## config.mk

```make
export PLATFORM = sky130hd
export DESIGN_NAME = pwu_div
export DESIGN_NICKNAME = d
export VERILOG_FILES = /design/src/rtl/pwu_pkg.sv /design/src/rtl/pwu_div.sv
export SDC_FILE = /design/constraint.sdc
export NUM_CORES = 1
export LEC_CHECK = 0
export BUFFER_PORTS_ARGS = -buffer_cell sky130_fd_sc_hd__clkbuf_2
export CORE_ASPECT_RATIO = 2
export CORE_MARGIN = 5
export CORE_UTILIZATION = 40
export DETAILED_ROUTE_END_ITERATION = 6
export SETUP_SLACK_MARGIN = 0.2
export SYNTH_ARGS = -nofsm -noshare
export SYNTH_HDL_FRONTEND = slang
export SYNTH_SLANG_ARGS = --single-unit
```

## constraint.sdc

```tcl
create_clock -name clk_i -period 6.7 [get_ports clk_i]
set_input_delay 0.67 -clock clk_i [delete_from_list [all_inputs] [get_ports clk_i]]
set_output_delay 0.67 -clock clk_i [all_outputs]
set_load 0.01 [all_outputs]
```

## src/rtl/pwu_pkg.sv

```systemverilog
// Shared types and constants for the particle weight update block.
// No dependencies.
package pwu_pkg;

  typedef enum logic [1:0] {
    ACT_LOAD = 2'd0,
    ACT_DIFF = 2'd1,
    ACT_MEAN = 2'd2,
    ACT_WGT  = 2'd3
  } action_e;

  typedef enum logic [3:0] {
    ST_IDLE,
    ST_UNIF,
    ST_DOT_RD,
    ST_DOT_MAC,
    ST_PROD,
    ST_CHK,
    ST_DIV_RD,
    ST_DIV_RUN,
    ST_DIV_WR,
    ST_MEAN_RD,
    ST_MEAN_MAC,
    ST_MEAN_OUT,
    ST_WGT_RD,
    ST_WGT_OUT,
    ST_STAT_OUT
  } state_e;

  localparam int unsigned MaxOut = 4;
  localparam logic [31:0] WMax = 32'h7FFF_FFFF;
  localparam logic [0:0] RegNoise = 1'b0;

endpackage

```

## src/rtl/pwu_div.sv

```systemverilog
// Restoring fractional divider: floor(p * 2^31 / s), one quotient bit per cycle.
// Depends on pwu_pkg.
module pwu_div
  import pwu_pkg::*;
(
  input  logic        clk_i,
  input  logic        rst_ni,
  input  logic        start_i,
  input  logic [63:0] num_i,
  input  logic [63:0] den_i,
  output logic        done_o,
  output logic [31:0] quot_o
);

  logic [64:0] rem_q, rem_d;
  logic [31:0] quo_q, quo_d;
  logic [5:0]  cnt_q, cnt_d;
  logic        run_q, run_d;
  logic [63:0] den_q;
  logic [64:0] sh;

  always_comb begin
    rem_d = rem_q;
    quo_d = quo_q;
    cnt_d = cnt_q;
    run_d = run_q;
    sh    = {rem_q[63:0], 1'b0};
    done_o = 1'b0;
    if (start_i) begin
      run_d = 1'b1;
      cnt_d = 6'd0;
      quo_d = '0;
      if (num_i >= den_i) begin
        rem_d = {1'b0, num_i - den_i};
        quo_d = 32'd1;
      end else begin
        rem_d = {1'b0, num_i};
      end
    end else if (run_q) begin
      if (sh >= {1'b0, den_q}) begin
        rem_d = sh - {1'b0, den_q};
        quo_d = {quo_q[30:0], 1'b1};
      end else begin
        rem_d = sh;
        quo_d = {quo_q[30:0], 1'b0};
      end
      cnt_d = cnt_q + 6'd1;
      if (cnt_q == 6'd30) begin
        run_d = 1'b0;
        done_o = 1'b1;
      end
    end
  end

  // quotient may reach 2^31 only via the leading bit
  logic quo_ovf_q, quo_ovf_d;
  always_comb begin
    quo_ovf_d = quo_ovf_q;
    if (start_i) begin
      quo_ovf_d = 1'b0;
    end else if (run_q && quo_q[31]) begin
      quo_ovf_d = 1'b1;
    end
  end

  assign quot_o = (quo_ovf_q || quo_q[31]) ? WMax : quo_q;

  always_ff @(posedge clk_i or negedge rst_ni) begin
    if (!rst_ni) begin
      run_q     <= 1'b0;
      cnt_q     <= '0;
      quo_ovf_q <= 1'b0;
    end else begin
      run_q     <= run_d;
      cnt_q     <= cnt_d;
      quo_ovf_q <= quo_ovf_d;
    end
  end

  always_ff @(posedge clk_i) begin
    rem_q <= rem_d;
    quo_q <= quo_d;
    if (start_i) begin
      den_q <= den_i;
    end
  end

endmodule

```

==> parameters.txt <==
Parameter                              Value

Placement
  Pre-CTS setup slack    1.87 ns
  Buffers added on ports    162
  Placed instance count    between 2000 and 3000
  HPWL Detailed    between 40000 and 50000 µm
  Final Wtd Congestion    between 0.9 and 1

Timing
  Transition at the pin with the smallest max-transition slack    roughly 0.99 ns
  Total negative slack    0 ns
  Final cycle utilization of the critical path    between 70% and 80%
  Final-report hold violation count    0
  RSZ-0062 raised after global routing    false
  Fmax achieved    205 MHz
  Fin worst setup slack    between 1.5 and 2 ns
  Clock Skew    approximately 0.016 ns
  Slew headroom    roughly 34%
  Worst hold slack after final layout    just under 0.05 ns
  Minimum period implied by the final worst setup slack    between 4 and 5 ns
  Final number of setup-violating endpoints    0
  Final max-slew violation count    0

Worst setup path
  Crit-path max cell delay    between 0.8 and 0.9 ns
  Family with the most delay on the worst path    compound AO/OA/AOI/OAI gates
  Data arrival time at the worst-slack endpoint    about 5 ns
  Setup slack, reg-to-reg    between 1.5 and 2 ns
  Ordered cell list for the critical path    inv_1 > ha_1 > a21o_1 > a31oi_1 > nand2_1 > a221oi_1 > a21o_1 > a2111oi_4 > o21ai_1 > o31a_2 > buf_4 > nand2_2 > o22ai_1 > a221oi_1
  Slowest CP cell    sky130_fd_sc_hd__o31a_2
  Endpoint of the most critical setup path    rem_q[62]$_DFFE_PP_
  Required arrival time at the worst endpoint    just under 7 ns
  Startpoint Class    flip-flop
  Sum of buffers and inverters on the critical path    2
  Peak fanout along the critical path    50
  Number of cells on the worst reg-to-reg path    14
  Worst r2r src    den_q[28]$_DFFE_PP_
  Worst r2r dst    rem_q[62]$_DFFE_PP_
  Setup crit end kind    flip-flop
  Type of the worst setup path    flip-flop to flip-flop
  Launch point of the worst path    den_q[28]$_DFFE_PP_
  CP Depth    14

Die
  Core Box Area    approximately 39000 µm²
  Area of the die    ~44000 µm²
  Standard-cell row count    around 100
  Chip width    about 150 µm
  Initial standard-cell utilization of the core    between 40% and 50%
  Chip height    about 290 µm
  Number of top-level pins    roughly 160

Clocking
  CTS Buf Count    17
  Clk sinks    ~170
  CTS H-Tree Depth    4
  CTS tree    done
  Later-pin clock latency in the skew report    0.47 ns
  CTS-repair resized insts    0
  Post-CTS Setup Inserts    0
  Clk pin slew, worst setup/hold paths    roughly 0.070 ns
  Hold buffers post-CTS    0
  Clk buf depth    2
  Clock root cell    sky130_fd_sc_hd__clkbuf_16

Routing
  DRT antenna net count    0
  DRT Wirelength    between 50000 and 60000 µm
  Wirelength per Cell    20.7 µm
  Detailed-route via count    between 10000 and 15000
  1st-iter DRT viols    823
  Number of design rule violations left after detail routing    0
  Vias per Instance    roughly 5.8
  Number of detailed-routing iterations run before antenna repair    6

Power
  Leakage dissipation    a little under 8 nW
  Final total power    6.33 mW
  PD cells    roughly 360 nW/µm²
  Maximum VDD drop    between 200 and 250 µV

Yosys
  Fraction of the mapped netlist area in simple logic gates    between 15 and 20%
  Distinct cells, synth    87
  Proportion of register bits with asynchronous set or reset after synthesis    about 4.8%
  Count of warnings emitted by yosys    0
  Adder and majority gate portion of the synthesized area    10.5%
  Synthesized cell area    15900 µm²
  Main combinational cell family by area after synthesis    compound AO/OA/AOI/OAI gates
  Number of synthesized register bits    around 170
  Per-instance average area after synthesis    between 8 and 9 µm²
  Top flip-flop cell by instance count after synthesis    sky130_fd_sc_hd__edfxtp_1
  Syn Nets    2191
  Fraction of synthesized cell area in xor and xnor cells    under 10%
  Compound-cell area share of the yosys netlist    about a quarter
  Number of flops mapped to enable cells by yosys    between 150 and 200
  Share of synthesized area spent on multiplexers    under 10%
  Part of the Yosys area used for sequential elements    a little under a third
  Gate count after technology mapping    about 1900

Cells and area
  Number of diodes    0
  Post-layout net count    roughly 2300
  Final standard cell count with taps included and fillers excluded    2549
  Post-synthesis to final-layout area growth    10.5%
  Fraction of layout cells with a size suffix above 1    11.5%

Global routing
  Total congestion overflow after global routing    0
  Met2 Resource Use GR    44.9%
  GRT Util Overall    about a quarter
  Met3 capacity usage during global routing    2.44%
  Pin count of the biggest net entering global routing    93
  Number of global-route vias before repair    between 15000 and 20000
  Antenna violations before repair    0
  Wire length of the first global-routing pass    just over 80000 µm
  Global-route track usage on met1    roughly a quarter
  Most Crowded Layer GR    met2

Min path
  Worst hold-check path type    primary input to asynchronous set/reset pin

Job
  Max-cap violations    0

Outcome
  Run status    complete, no violations
## cells in the final DEF (no fill, tap or decap), types with 6 or more instances in the layout
master,instances
sky130_fd_sc_hd__xor2_1,45
sky130_fd_sc_hd__buf_4,11
sky130_fd_sc_hd__and4_1,6
sky130_fd_sc_hd__nor2_1,173
sky130_fd_sc_hd__nand4_1,51
sky130_fd_sc_hd__a31oi_1,23
sky130_fd_sc_hd__a221oi_1,8
sky130_fd_sc_hd__o22ai_1,6
sky130_fd_sc_hd__nor3_1,29
sky130_fd_sc_hd__clkbuf_16,17
sky130_fd_sc_hd__xnor2_1,65
sky130_fd_sc_hd__a21o_1,64
sky130_fd_sc_hd__o21bai_1,30
sky130_fd_sc_hd__nand2b_1,13
sky130_fd_sc_hd__a221o_1,6
sky130_fd_sc_hd__ha_1,130
sky130_fd_sc_hd__mux2i_1,17
sky130_fd_sc_hd__clkbuf_2,161
sky130_fd_sc_hd__and2_1,11
sky130_fd_sc_hd__nor2b_1,52
sky130_fd_sc_hd__o21ai_0,88
sky130_fd_sc_hd__o21a_1,23
sky130_fd_sc_hd__dfrtp_1,8
sky130_fd_sc_hd__and3_1,14
sky130_fd_sc_hd__nand3_1,34
sky130_fd_sc_hd__nor4_1,6
sky130_fd_sc_hd__nand2_1,137
sky130_fd_sc_hd__a21oi_1,240
sky130_fd_sc_hd__or3_1,41
sky130_fd_sc_hd__inv_1,170
sky130_fd_sc_hd__o211ai_1,7
sky130_fd_sc_hd__edfxtp_1,160
sky130_fd_sc_hd__a211oi_1,58
sky130_fd_sc_hd__o31ai_1,8
## kinds of logic (layout without fill, tap and decap cells)
group / Yosys count / in the layout
and+or+nand+nor: 584 / 584
adders and majority gates: 132 / 132
DFF: 168 / 168
xor gates and xnor gates: 110 / 110
muxes: 20 / 20
other: 1 / 1
buffers and inverters: 280 / 376
AOI/OAI and AO/OA: 633 / 633
## cell type report
class,instances,area (µm²)
clock buffer,18,429
sequential,168,5000
tap,525,657
timing repair buffer,173,900
multi-input combinational,1480,9760
inverter,172,647
clock inverter,13,148
fill,4084,21900
## stage by stage
stage	cell area, µm²	utilization (%)
after CTS	17500	44.5
final	17500	44.5
after global placement	17000	43.0
after floorplan	15900	-
after detailed placement	17000	43.0
after global routing	17500	44.5
## layer usage
| layer | wire length (µm) | vias to the layer above |
|---|---|---|
| li1 | - | 7172 |
| met1 | 18800 | 6981 |
| met2 | 28500 | 479 |
| met3 | 1760 | 168 |
| met4 | 3810 | 0 |
| met5 | 0 | - |
## registers in the layout (all words and copies together), names as in the netlist
signal	cells
rem_q	64
quo_ovf_q	1
quo_q	32
den_q	64
cnt_q	6
run_q	1
## power breakdown
part	total (mW)	switching (mW)	internal [mW]
combinational	3.68	2.27	1.41
sequential	1.61	0.145	1.47
clock	1.03	0.480	0.553
## cells in the mapped netlist, drive strengths merged (51+ instances only)
cell type	instances	area share (%)
a211oi	58	2.7
nor2	174	4.2
a21oi	242	7.7
edfxtp	160	30
clkbuf	77	1.8
inv	171	4.0
ha	130	10
nand4	51	2.0
o21ai	92	2.9
nor2b	52	2.0
a21o	64	3.0
xnor2	65	3.6
nand2	138	3.3
## worst min path at each step
stage                       endpoint  slack (ns)    from  cells after the start
5_1_grt        quo_ovf_q$_DFFE_PN0P_        0.05  rst_ni                      1
6_report       quo_ovf_q$_DFFE_PN0P_        0.05  rst_ni                      1
2_1_floorplan   cnt_q[0]$_DFFE_PN0P_        0.37  rst_ni                      0
4_1_cts         cnt_q[2]$_DFFE_PN0P_        0.03  rst_ni                      1
3_5_place_dp   quo_ovf_q$_DFFE_PN0P_        0.53  rst_ni                      1
3_3_place_gp    cnt_q[1]$_DFFE_PN0P_        0.53  rst_ni                      1
## worst reg2reg max path, cell delays in order, from the launching register on
cell	delay, ns
sky130_fd_sc_hd__edfxtp_1	0.37
sky130_fd_sc_hd__inv_1	0.12
sky130_fd_sc_hd__ha_1	0.35
sky130_fd_sc_hd__a21o_1	0.24
sky130_fd_sc_hd__a31oi_1	0.21
sky130_fd_sc_hd__nand2_1	0.09
sky130_fd_sc_hd__a221oi_1	0.49
sky130_fd_sc_hd__a21o_1	0.23
sky130_fd_sc_hd__a2111oi_4	0.09
sky130_fd_sc_hd__o21ai_1	0.34
sky130_fd_sc_hd__o31a_2	0.85
sky130_fd_sc_hd__buf_4	0.61
sky130_fd_sc_hd__nand2_2	0.27
sky130_fd_sc_hd__o22ai_1	0.26
sky130_fd_sc_hd__a221oi_1	0.08
Power figures use the tool's default switching activity.
